`src/rtl/paf_pkg.sv`:
```
// paf_pkg: shared types, codes and filter arithmetic for the adaptive png row filter
// no dependencies; imported by paf_ctrl, paf_datapath and png_adaptive_row_filter
package paf_pkg;

  localparam int ROW_LEN_W   = 13;
  localparam int BPP_W       = 3;
  localparam int FLT_W       = 3;
  localparam int NUM_FILTERS = 5;

  localparam logic [BPP_W-1:0] BPP_MIN = 3'd1;
  localparam logic [BPP_W-1:0] BPP_MAX = 3'd4;

  localparam logic [FLT_W-1:0] FLT_NONE  = 3'd0;
  localparam logic [FLT_W-1:0] FLT_SUB   = 3'd1;
  localparam logic [FLT_W-1:0] FLT_UP    = 3'd2;
  localparam logic [FLT_W-1:0] FLT_AVG   = 3'd3;
  localparam logic [FLT_W-1:0] FLT_PAETH = 3'd4;

  localparam logic [1:0] ST_OK      = 2'd0;
  localparam logic [1:0] ST_NOTHING = 2'd1;
  localparam logic [1:0] ST_REFUSED = 2'd2;

  localparam logic REQ_WRITE = 1'b0;
  localparam logic REQ_READ  = 1'b1;

  localparam logic REG_ROW_LENGTH = 1'b0;
  localparam logic REG_BPP        = 1'b1;

  typedef logic [7:0] pix_t;

  typedef struct packed {
    logic accept;
    logic eval;
    logic commit;
    logic select;
  } paf_cmd_t;

  typedef struct packed {
    logic out_busy;
    logic row_end;
  } paf_sts_t;

  function automatic pix_t paeth_pred(input pix_t a, input pix_t b, input pix_t c);
    logic signed [10:0] sa, sb, sc, p, pa, pb, pc;
    sa = signed'({3'b000, a});
    sb = signed'({3'b000, b});
    sc = signed'({3'b000, c});
    p  = sa + sb - sc;
    pa = p - sa;
    pb = p - sb;
    pc = p - sc;
    if (pa < 0) pa = -pa;
    if (pb < 0) pb = -pb;
    if (pc < 0) pc = -pc;
    if (pa <= pb && pa <= pc) return a;
    else if (pb <= pc) return b;
    else return c;
  endfunction

  function automatic pix_t filter_residue(input logic [FLT_W-1:0] f, input pix_t x,
                                          input pix_t a, input pix_t b, input pix_t c);
    pix_t pr;
    logic [8:0] avg;
    avg = {1'b0, a} + {1'b0, b};
    case (f)
      FLT_NONE:  pr = '0;
      FLT_SUB:   pr = a;
      FLT_UP:    pr = b;
      FLT_AVG:   pr = avg[8:1];
      FLT_PAETH: pr = paeth_pred(a, b, c);
      default:   pr = '0;
    endcase
    return x - pr;
  endfunction

  // absolute value of the residue taken as a signed byte
  function automatic pix_t residue_mag(input pix_t r);
    return r[7] ? (~r + 8'd1) : r;
  endfunction

endpackage

```
`src/rtl/paf_ctrl.sv`:
```
// paf_ctrl: sequencer for the adaptive png row filter
// depends on paf_pkg; drives paf_datapath through paf_cmd_t, watches paf_sts_t
module paf_ctrl (
  input  logic               clk,
  input  logic               rst,
  input  logic               req_valid,
  output logic               req_ready,
  input  paf_pkg::paf_sts_t  sts,
  output paf_pkg::paf_cmd_t  cmd
);
  import paf_pkg::*;

  typedef enum logic [3:0] {
    S_IDLE   = 4'b0001,
    S_EVAL   = 4'b0010,
    S_COMMIT = 4'b0100,
    S_SELECT = 4'b1000
  } state_t;

  state_t state, state_next;

  always_ff @(posedge clk) begin
    if (rst) begin
      state <= S_IDLE;
    end else begin
      state <= state_next;
    end
  end

  always_comb begin
    state_next = state;
    case (state)
      S_IDLE: begin
        if (req_valid) state_next = S_EVAL;
      end
      S_EVAL: begin
        state_next = S_COMMIT;
      end
      S_COMMIT: begin
        if (!sts.out_busy) state_next = sts.row_end ? S_SELECT : S_IDLE;
      end
      S_SELECT: begin
        state_next = S_IDLE;
      end
      default: begin
        state_next = S_IDLE;
      end
    endcase
  end

  assign req_ready  = (state == S_IDLE);
  assign cmd.accept = (state == S_IDLE) && req_valid;
  assign cmd.eval   = (state == S_EVAL);
  assign cmd.commit = (state == S_COMMIT) && !sts.out_busy;
  assign cmd.select = (state == S_SELECT);

endmodule

```
`config.mk`:
```
export PLATFORM = sky130hd
export DESIGN_NAME = paf_ctrl
export DESIGN_NICKNAME = d
export VERILOG_FILES = /design/src/rtl/paf_pkg.sv /design/src/rtl/paf_ctrl.sv
export SDC_FILE = /design/constraint.sdc
export NUM_CORES = 1
export LEC_CHECK = 0
export BUFFER_PORTS_ARGS = -buffer_cell sky130_fd_sc_hd__buf_2
export CAP_MARGIN = 5
export CELL_PAD_IN_SITES_DETAIL_PLACEMENT = 1
export CELL_PAD_IN_SITES_GLOBAL_PLACEMENT = 2
export CORE_AREA = 2 2 39 41
export CTS_BUF_LIST = sky130_fd_sc_hd__clkbuf_4 sky130_fd_sc_hd__clkbuf_8
export CTS_CLUSTER_DIAMETER = 40
export DETAILED_ROUTE_END_ITERATION = 10
export DIE_AREA = 0 0 41 43
export GPL_TIMING_DRIVEN = 1
export PLACE_DENSITY = 0.62
export SYNTH_ARGS = -nofsm -noshare
export SYNTH_HDL_FRONTEND = slang
export SYNTH_SLANG_ARGS = --single-unit
```
`constraint.sdc`:
```
create_clock -name clk -period 1.2 [get_ports clk]
set_input_delay 0.06 -clock clk [delete_from_list [all_inputs] [get_ports clk]]
set_output_delay 0.06 -clock clk [all_outputs]
set_load 0.05 [all_outputs]
```
==> Yosys cells after proc, flatten, opt, wreduce, memory -nomap -nowiden <==
Index checks and enable logic that the tools add are counted.
{ "totals": {"ff_bits": 4, "out_inout_bits": 5, "elab_cells": 15} }
{ "op_classes": {"n_eq_ne": 6, "muxes": 4, "reduce_logical": 4} }
{ "ops": {"columns": ["operator", "count"], "rows": [
  ["$mux W4", 3],
  ["$pmux W4 S3", 1],
  ["$eq A4 B1 Y1 const B", 1],
  ["$eq A4 B2 Y1 const B", 1],
  ["$eq A4 B3 Y1 const B", 1],
  ["$eq A4 B4 Y1 const B", 1],
  ["$ne A2 B2 Y1 const B", 2],
  ["$logic_and A1 B1 Y1", 2],
  ["$reduce_and A2 Y1", 1],
  ["$logic_not A1 Y1", 1]
]} }

==> Logic depth before layout (Yosys ltp) <==
Gate-level depths: netlist (run 1).
{ "logic_depth": {"ltp_word": 3, "mapped_depth": 4} }

==> Worst setup path after synthesis (run 1) <==
Ideal clock, no wire load.
{ "synth_path": {"path_kind": "register -> register", "start": "register state[2]", "end": "register state[3]", "setup_time_ps": 68, "arrival_ps": 2296, "required_time_ps": 1132, "path_slack_ps": -1164, "path_stages_with_launch": 5, "period_less_slack_ps": 2364, "cell_sequence": "dfxtp_1 > buf_6 > nand2b_4 > nor4_1 > and3b_1"} }
{ "synth_between": {"elab_chain_cells": 3} }
{ "synth_rtl": {"columns": ["item", "line", "rtl"], "rows": [
  ["start: declaration", "paf_ctrl.sv:20", "state_t state, state_next;"],
  ["start signal: assignment", "paf_ctrl.sv:26", "state <= state_next;"],
  ["$eq A4 B3 Y1 / $eq A4 B1 Y1 (equally long branches)", "paf_ctrl.sv:32", "case (state)"],
  ["$ne A2 B2 Y1 (no line)", null, null],
  ["$reduce_and A2 Y1 (no line)", null, null]
]} }
Parallel ways exist; a longest one is shown, timed or not.
A chain may end at the register's enable or synchronous reset.

==> impl_metrics.json, run 1 <==
{
  "cts_num_sinks": 4,
  "grt_max_degree": 8,
  "power.density_nw_per_um2": 1040,
  "routedWlPerCell_um": 12.0,
  "clock_path_buffers": 2,
  "critPathRequiredTime_ns": 1.14,
  "leakage_nw": 0.193,
  "endpoint": "cmd[3]",
  "grt_pass1_wl_mm": 1.10,
  "dp_slack_ns": 0.00713,
  "power.switching_mw": 0.144,
  "rr_endpoint": "state[1]",
  "internal_power_mw": 0.318,
  "die_y_um": 43,
  "yosysUniqueCellTypes": 15,
  "async_reset_ff_frac": 0,
  "insertion_delay_ns": 0.24,
  "worst_slack_ns": -0.0640,
  "ys_ff_latch": 4,
  "syn_area_um2": 233,
  "power_frac_seq": 0.328,
  "reg2reg_from": "state[2]",
  "wl_um": 682,
  "path_class": "reg2out",
  "syn_avg_cell_area_um2": 10.1,
  "port_buffers": 9,
  "yosysSeqAreaShare": 0.344,
  "netSwitchingFraction": 0.312,
  "worst_setup_path_start_kind": "register",
  "max_freq_mhz": 791,
  "maxCapViolCount": 0,
  "drt-initial-drc-count": 1,
  "relSlewSlack": 0.840,
  "top_register": "state",
  "violations": "setup timing",
  "antenna_found_initial": 0,
  "dr.pass1.iters": 4,
  "synth_top_area_share": 0.344,
  "largest_register_ffs": 4,
  "dp.final_hpwl_um": 462,
  "netlist_top_cells_area": "dfxtp_1, nor4b_4, nor4b_1",
  "drive_gt1_frac": 0.732,
  "grt_overflow_total": 0,
  "rsz0062_at_grt": "yes",
  "ant_nets": 0,
  "r2r_slack_ns": 0.11,
  "hold_viol": 0,
  "clkPwrFrac": 0.373,
  "design_area_um2": 445,
  "cts_tree": "done",
  "grt_use_met1": 0.108,
  "synth_fp_nets": 28,
  "start_util": 0.168,
  "root_buffer": "clkbuf_4",
  "hold_class": "in2reg",
  "die_w_um": 41,
  "worst_pin_slew_ns": 0.238,
  "synth.top_cells.by_count": "dfxtp_1, nor2_1, nor4_1, nor4b_1",
  "finalSetupViolCount": 4,
  "via_per_inst": 4.37,
  "cp-end-kind": "primary output",
  "die-area_um2": 1760,
  "status": "finished with violations",
  "slew_viol_final": 0,
  "top_regs": "state (4)",
  "met3_usage": 0.0471,
  "path_max_fanout": 4,
  "cts.clk_slew.worst_paths_ns": 0.04,
  "postCtsHoldBufs": 0,
  "met2_usage": 0.131,
  "fin_crit_sh": 1.05,
  "synth_edf_count": 0,
  "place.gp.congestion": 0.754,
  "grt_use_total": 0.103,
  "num-nets-final": 48,
  "r2r_cells": 4,
  "synth_cells": 23,
  "drc": 0,
  "antenna_cells": 0,
  "dr_total_vias": 249,
  "ys_warn_count": 0,
  "worstPathArrival_ns": 1.20,
  "peakVddDrop_mv": 0.395,
  "synth.largest_area_cell": "dfxtp_1",
  "ios": 10,
  "fin_worst_hold_slack_ns": 0.0330,
  "area_growth_pct": 91.4,
  "cts_made_buffers": 3,
  "fp-row-count": 14,
  "crit_start": "state[2]",
  "fin_worst_skew_ns": 0.00189,
  "top_usage_layer": "met2",
  "power_frac_comb": 0.299,
  "place_area_um2": 347,
  "finalSetupTns_ns": -0.146,
  "grt_pass1_vias": 244,
  "core_um2": 1380,
  "synth_ff_type": "dfxtp_1",
  "cts_max_level": 1,
  "min_period_ns": 1.26
}
## cell type report
type                       count  area [um2]
fill                         161         938
multi-input combinational     18         180
timing repair buffer          16         130
sequential                     4        92.6
clock buffer                   3        22.5
tap                           16        20.0
## per-stage QoR
stage / power [mW] / std cells / util
finish: 0.462 / 57 / 0.322
global route: 0.502 / 57 / 0.322
CTS: 0.470 / 57 / 0.313
detailed placement: 0.271 / 51 / 0.250
global placement: 0.271 / 51 / 0.250
floorplan: 0.235 / 23 / -
## power groups by stage
stage | registers [mW] | logic, mW | clock network [mW]
after CTS | 0.151 | 0.136 | 0.182
after global placement | 0.156 | 0.115 | 0
after global routing | 0.153 | 0.147 | 0.202
after floorplan | 0.155 | 0.0794 | 0
final | 0.152 | 0.138 | 0.173
after detailed placement | 0.156 | 0.115 | 0
## worst max-delay path: stages, from the launching register on
cell and delay [ns]:
dfxtp_4 0.36, nor4b_4 0.28, and2_4 0.19, buf_8 0.14
## cell usage in the layout, fill, tap and decap left out, types with 2 or more instances in the layout
cell      synthesis  final
buf_4             0      6
dfxtp_4           0      3
nor4b_4           1      2
nor2_1            4      4
clkbuf_4          0      3
buf_6             1      4
buf_2             0      5
## per-layer routing
layer | share of wire | up-vias
met4 | 0.028 | 0
met5 | 0 | -
li1 | - | 123
met3 | 0.060 | 2
met1 | 0.46 | 113
met2 | 0.45 | 11
## cell families after synthesis
kind of cell / Yosys count / synth area share
AO/OA/AOI/OAI: 2 / 0.0645
multiplexers: 1 / 0.0484
flip-flops: 4 / 0.344
buffers and inverters: 1 / 0.0484
AND/OR/NAND/NOR: 15 / 0.495
## timing repair
action / CTS / global route
setup buffers: 3 / 0
pin swaps: 2 / 0
hold endpoints to repair: 0 / 0
gates resized for setup: 16 / 2
setup endpoints to repair: 6 / 5
## how the worst min path moves through the flow
stage	start	endpoint	slack [ns]	cells after the start
after floorplan	rst	state[2]	0.14	1
after global routing	rst	state[2]	0.02	2
after detailed placement	rst	state[2]	0.28	2
after CTS	rst	state[2]	0.02	2
after global placement	rst	state[2]	0.28	2
final	rst	state[2]	0.03	2
Note: power is estimated with default switching activity, not from simulation.
==> inputs of run 2 (changes only) <==
--- a/config.mk
+++ b/config.mk
@@ -15,6 +15,7 @@
 export DETAILED_ROUTE_END_ITERATION = 10
 export DIE_AREA = 0 0 41 43
 export GPL_TIMING_DRIVEN = 1
+export HOLD_SLACK_MARGIN = 0.08
 export PLACE_DENSITY = 0.62
 export SYNTH_ARGS = -nofsm -noshare
 export SYNTH_HDL_FRONTEND = slang
==> run 2 against run 1 <==
  * The flow still finishes with violations (setup timing)
  * Critical path type unchanged
  * Global-route usage increased by 0.20 points
  * Via count increased by 3.2%
  * Sequential cell count unchanged
  * Non-clock buffer count increased by 2
  * Combinational power increased by 4%
  * Critical path depth unchanged
  * Die area unchanged
  * Critical endpoint unchanged
  * First-iteration DRC count unchanged
  * Sequential share of layout area decreased by 0.89 points
  * Clock skew unchanged
  * Clock power about the same
==> impl_metrics.json, run 2 (synthesis results as in run 1) <==
{
  "power.density_nw_per_um2": 1000,
  "root_buffer": "clkbuf_4",
  "num-nets-final": 50,
  "start_util": 0.168,
  "reg2reg_from": "state[2]",
  "cts_tree": "done",
  "die_y_um": 43,
  "clock_path_buffers": 2,
  "die_w_um": 41,
  "worstPathArrival_ns": 1.20,
  "die-area_um2": 1760,
  "cp-end-kind": "primary output",
  "slew_viol_final": 0,
  "top_regs": "state (4)",
  "routedWlPerCell_um": 11.8,
  "hold_viol": 0,
  "fp-row-count": 14,
  "ant_nets": 0,
  "path_class": "reg2out",
  "finalSetupViolCount": 4,
  "port_buffers": 9,
  "drive_gt1_frac": 0.698,
  "seqCellArea_um2": 92.6,
  "place.gp.congestion": 0.754,
  "area_growth_pct": 100,
  "multi_input_area_um2": 180,
  "grt_max_degree": 8,
  "fin_worst_skew_ns": 0.00189,
  "worst_setup_path_start_kind": "register",
  "worst_pin_slew_ns": 0.238,
  "r2r_cells": 4,
  "max_freq_mhz": 791,
  "fin_crit_sh": 1.05,
  "ios": 10,
  "grt_pass1_wl_mm": 1.12,
  "holdPathStages": 3,
  "hold_end": "state[3]",
  "top_register": "state",
  "min_period_ns": 1.26,
  "grt_pass1_vias": 256,
  "hold_start": "sts[1]",
  "via_per_inst": 4.36,
  "r2r_slack_ns": 0.11,
  "peakVddDrop_mv": 0.395,
  "status": "finished with violations",
  "insertion_delay_ns": 0.24,
  "hold_class": "in2reg",
  "grt_overflow_total": 0,
  "cts_max_level": 1,
  "relSlewSlack": 0.840,
  "final_common_cell": "buf_4",
  "cts.clk_slew.worst_paths_ns": 0.04,
  "path_max_fanout": 4,
  "wl_um": 698,
  "critPathRequiredTime_ns": 1.14,
  "largest_register_ffs": 4,
  "dr_total_vias": 257,
  "drt-initial-drc-count": 1,
  "power_mw": 0.467,
  "rr_endpoint": "state[1]",
  "layout_common_cells": "buf_4, buf_2, nor2_1, buf_6",
  "violations": "setup timing",
  "dp.final_hpwl_um": 462,
  "grt_use_total": 0.105,
  "worst_slack_ns": -0.0640,
  "cts_made_buffers": 3,
  "core_um2": 1380,
  "dr.pass1.iters": 4,
  "leakage_nw": 0.202,
  "cts_num_sinks": 4,
  "antenna_found_initial": 0,
  "final_core_util": 0.336,
  "antenna_cells": 0,
  "drc": 0,
  "maxCapViolCount": 0,
  "rsz0062_at_grt": "yes",
  "num-fill-cells": 159
}
-- run 2: cell count changes in the layout (fill, tap and decap cells not counted), sizes merged --
cell | before | now
dlygate4sd3 | 0 | 2
-- run 2: worst max-delay path by stage --
stage | slack [ns] | from | cells after the start | to
6_report | -0.06 | state[2] | 3 | cmd[3]
3_3_place_gp | 0.03 | state[1] | 4 | state[1]
3_5_place_dp | 0.007 | state[1] | 2 | state[2]
4_1_cts | -0.07 | state[2] | 3 | cmd[3]
5_1_grt | -0.12 | state[2] | 3 | cmd[3]
2_1_floorplan | -0.46 | state[2] | 4 | state[1]
-- run 2: cell type report --
| cell class | count | area share |
|---|---|---|
| clock buffer | 3 | 0.0484 |
| multi-input combinational | 18 | 0.387 |
| sequential | 4 | 0.199 |
| tap | 16 | 0.0430 |
| timing repair buffer | 18 | 0.323 |
-- run 2: layer usage --
metal,wire (um),vias to the layer above,global-route usage
met4,19,0,0.120
li1,-,127,-
met5,0,-,0
met1,315,117,0.108
met2,324,11,0.138
met3,38,2,0.0471
-- run 2: stage by stage --
stage	area [um2]	TNS [ns]	setup WS [ns]	std cells	hold WS, ns
after global routing	465	-0.459	-0.125	59	0.188
after detailed placement	347	0	0.00713	51	0.280
after floorplan	263	-1.60	-0.463	23	0.136
final	465	-0.146	-0.0640	59	0.185
after CTS	453	-0.192	-0.0738	59	0.183
after global placement	347	0	0.0291	51	0.280
-- run 2: report_power, final --
| part | switching, mW | internal (mW) | leakage [nW] |
|---|---|---|---|
| Combinational | 0.0704 | 0.0726 | 0.153 |
| Clock | 0.0604 | 0.112 | 0.0138 |
| Sequential | 0.0143 | 0.137 | 0.0347 |
-- run 2: timing repair --
| action | CTS | global route |
|---|---|---|
| hold buffers | 2 | 0 |
| pin swaps | 2 | 0 |
| resized for setup | 16 | 2 |
| endpoints found under the hold margin | 3 | 0 |
| gates cloned | 0 | 0 |
| endpoints found under the setup margin | 6 | 5 |
| buffers inserted | 3 | 0 |
-- run 2: critical path, stage by stage (launching register included) --
cell	delay [ns]
dfxtp_4	0.36
nor4b_4	0.28
and2_4	0.19
buf_8	0.14
==> inputs of run 3 (changes only) <==
==> constraint.sdc (replaced) <==
create_clock -name clk -period 1.6 [get_ports clk]
set_input_delay 0.08 -clock clk [delete_from_list [all_inputs] [get_ports clk]]
set_output_delay 0.08 -clock clk [all_outputs]
set_load 0.05 [all_outputs]
==> run 3 against run 2 <==
  * First-iteration DRC count up 100%
  * Clock power down 29%
  * Clock-buffer cell count unchanged
  * The run now ends clean
  * Via count down 11%
  * Worst setup slack better by 0.20 ns
  * Sequential power down 22%
  * Critical path type unchanged
  * Sequential cell count unchanged
  * Hold slack worse by 0.076 ns
==> impl_metrics.json, run 3 (synthesis results as in run 1) <==
{
  "power.density_nw_per_um2": 928,
  "maxCapViolCount": 0,
  "finalSetupTns_ns": 0,
  "path_class": "reg2out",
  "place.gp.congestion": 0.689,
  "layout_common_cells": "buf_2, nor2_1, clkbuf_4, dfxtp_1, nor4b_2",
  "die-area_um2": 1760,
  "slew_viol_final": 0,
  "seqCellArea_um2": 80.1,
  "port_buffers": 9,
  "drive_gt1_frac": 0.543,
  "final_common_cell": "buf_2",
  "finalSetupViolCount": 0,
  "num-fill-cells": 172,
  "min_period_ns": 1.47,
  "top_register": "state",
  "start_util": 0.168,
  "grt_pass1_wl_um": 931,
  "via_per_inst": 4.49,
  "grt_max_degree": 10,
  "grt_use_total": 0.0791,
  "antenna_found_initial": 0,
  "die_w_um": 41,
  "post_cts_buffers": 0,
  "insertion_delay_ns": 0.23,
  "drc": 0,
  "cts.clk_slew.worst_paths_ns": 0.04,
  "largest_register_ffs": 4,
  "power_mw": 0.318,
  "die_y_um": 43,
  "antenna_cells": 0,
  "cts_made_buffers": 3,
  "status": "finished clean",
  "critPathRequiredTime_ns": 1.52,
  "top_regs": "state (4)",
  "grt_overflow_total": 0,
  "cts_max_level": 1,
  "grt_pass1_vias": 237,
  "wl_um": 571,
  "num-nets-final": 42,
  "place_inst": 47,
  "ios": 10,
  "ant_nets": 0,
  "worst_setup_path_start_kind": "register",
  "dp.final_hpwl_um": 450,
  "dr_total_vias": 229,
  "clock_path_buffers": 2,
  "cp-end-kind": "primary output",
  "max_freq_mhz": 682,
  "peakVddDrop_mv": 0.335,
  "cts_tree": "done",
  "leakage_nw": 0.154,
  "worst_pin_slew_ns": 0.418,
  "fin_worst_skew_ns": 0.00433,
  "area_growth_pct": 47.3,
  "cts_num_sinks": 4,
  "fp-row-count": 14,
  "relSlewSlack": 0.721,
  "rsz0062_at_grt": "no",
  "root_buffer": "clkbuf_4",
  "dr.pass1.iters": 2,
  "core_um2": 1380,
  "routedWlPerCell_um": 11.2,
  "hold_class": "in2reg",
  "stdcell_count": 51,
  "path_max_fanout": 9,
  "hold_viol": 0,
  "drt-initial-drc-count": 2,
  "worstPathArrival_ns": 1.39,
  "multi_input_area_um2": 163,
  "fin_crit_sh": 0.916
}
-- run 3: cell types whose count changed in the layout (fill, tap and decap cells not counted), sizes merged --
cell	previous run	this run
clkbuf	3	4
buf	16	8
dlygate4sd3	2	1
-- run 3: cell type report --
class                           instances  share of cell area
Multi-Input combinational cell         18               0.474
Sequential cell                         4               0.234
Timing Repair Buffer                   10               0.168
Clock buffer                            3              0.0657
Tap cell                               16              0.0584
-- run 3: final timing paths --
path | end | cells after the start | slack [ns] | from
max | cmd[3] | 3 | 0.13 | state[2]
min | state[3] | 2 | 0.11 | sts[0]
max reg2reg | state[2] | 3 | 0.45 | state[2]
min reg2reg | state[2] | 1 | 0.60 | state[0]
-- run 3: worst max-delay path, stage by stage, from the launching register on --
cell and delay [ns]:
dfxtp_1 0.42, nor4b_4 0.33, and2_4 0.18, clkbuf_4 0.22
-- run 3: power breakdown --
part	internal (mW)	switching (mW)
Clock	0.0838	0.0394
Sequential	0.106	0.0132
Combinational	0.0336	0.0425
Total	0.223	0.0951
-- run 3: repair_timing --
action                                 CTS  global route
hold buffers                             1             0
setup endpoints to repair                0             1
endpoints found under the hold margin    1             0
resized for setup                        0             1
-- run 3: layer usage --
layer | global-route usage | part of all wire | wire length, um
met5 | 0 | 0 | 0
met1 | 0.0955 | 0.45 | 259
met4 | 0.0400 | 0.030 | 17
met2 | 0.106 | 0.44 | 254
met3 | 0.0471 | 0.072 | 41
-- run 3: metrics by stage --
stage	worst slack, ns	instance area (um2)	hold slack, ns	utilization
floorplan	-0.132	254	0.156	-
global placement	0.377	308	0.306	0.222
detailed placement	0.335	308	0.307	0.222
CTS	0.0802	340	0.105	0.246
global route	0.0328	343	0.112	0.248
finish	0.134	343	0.109	0.248
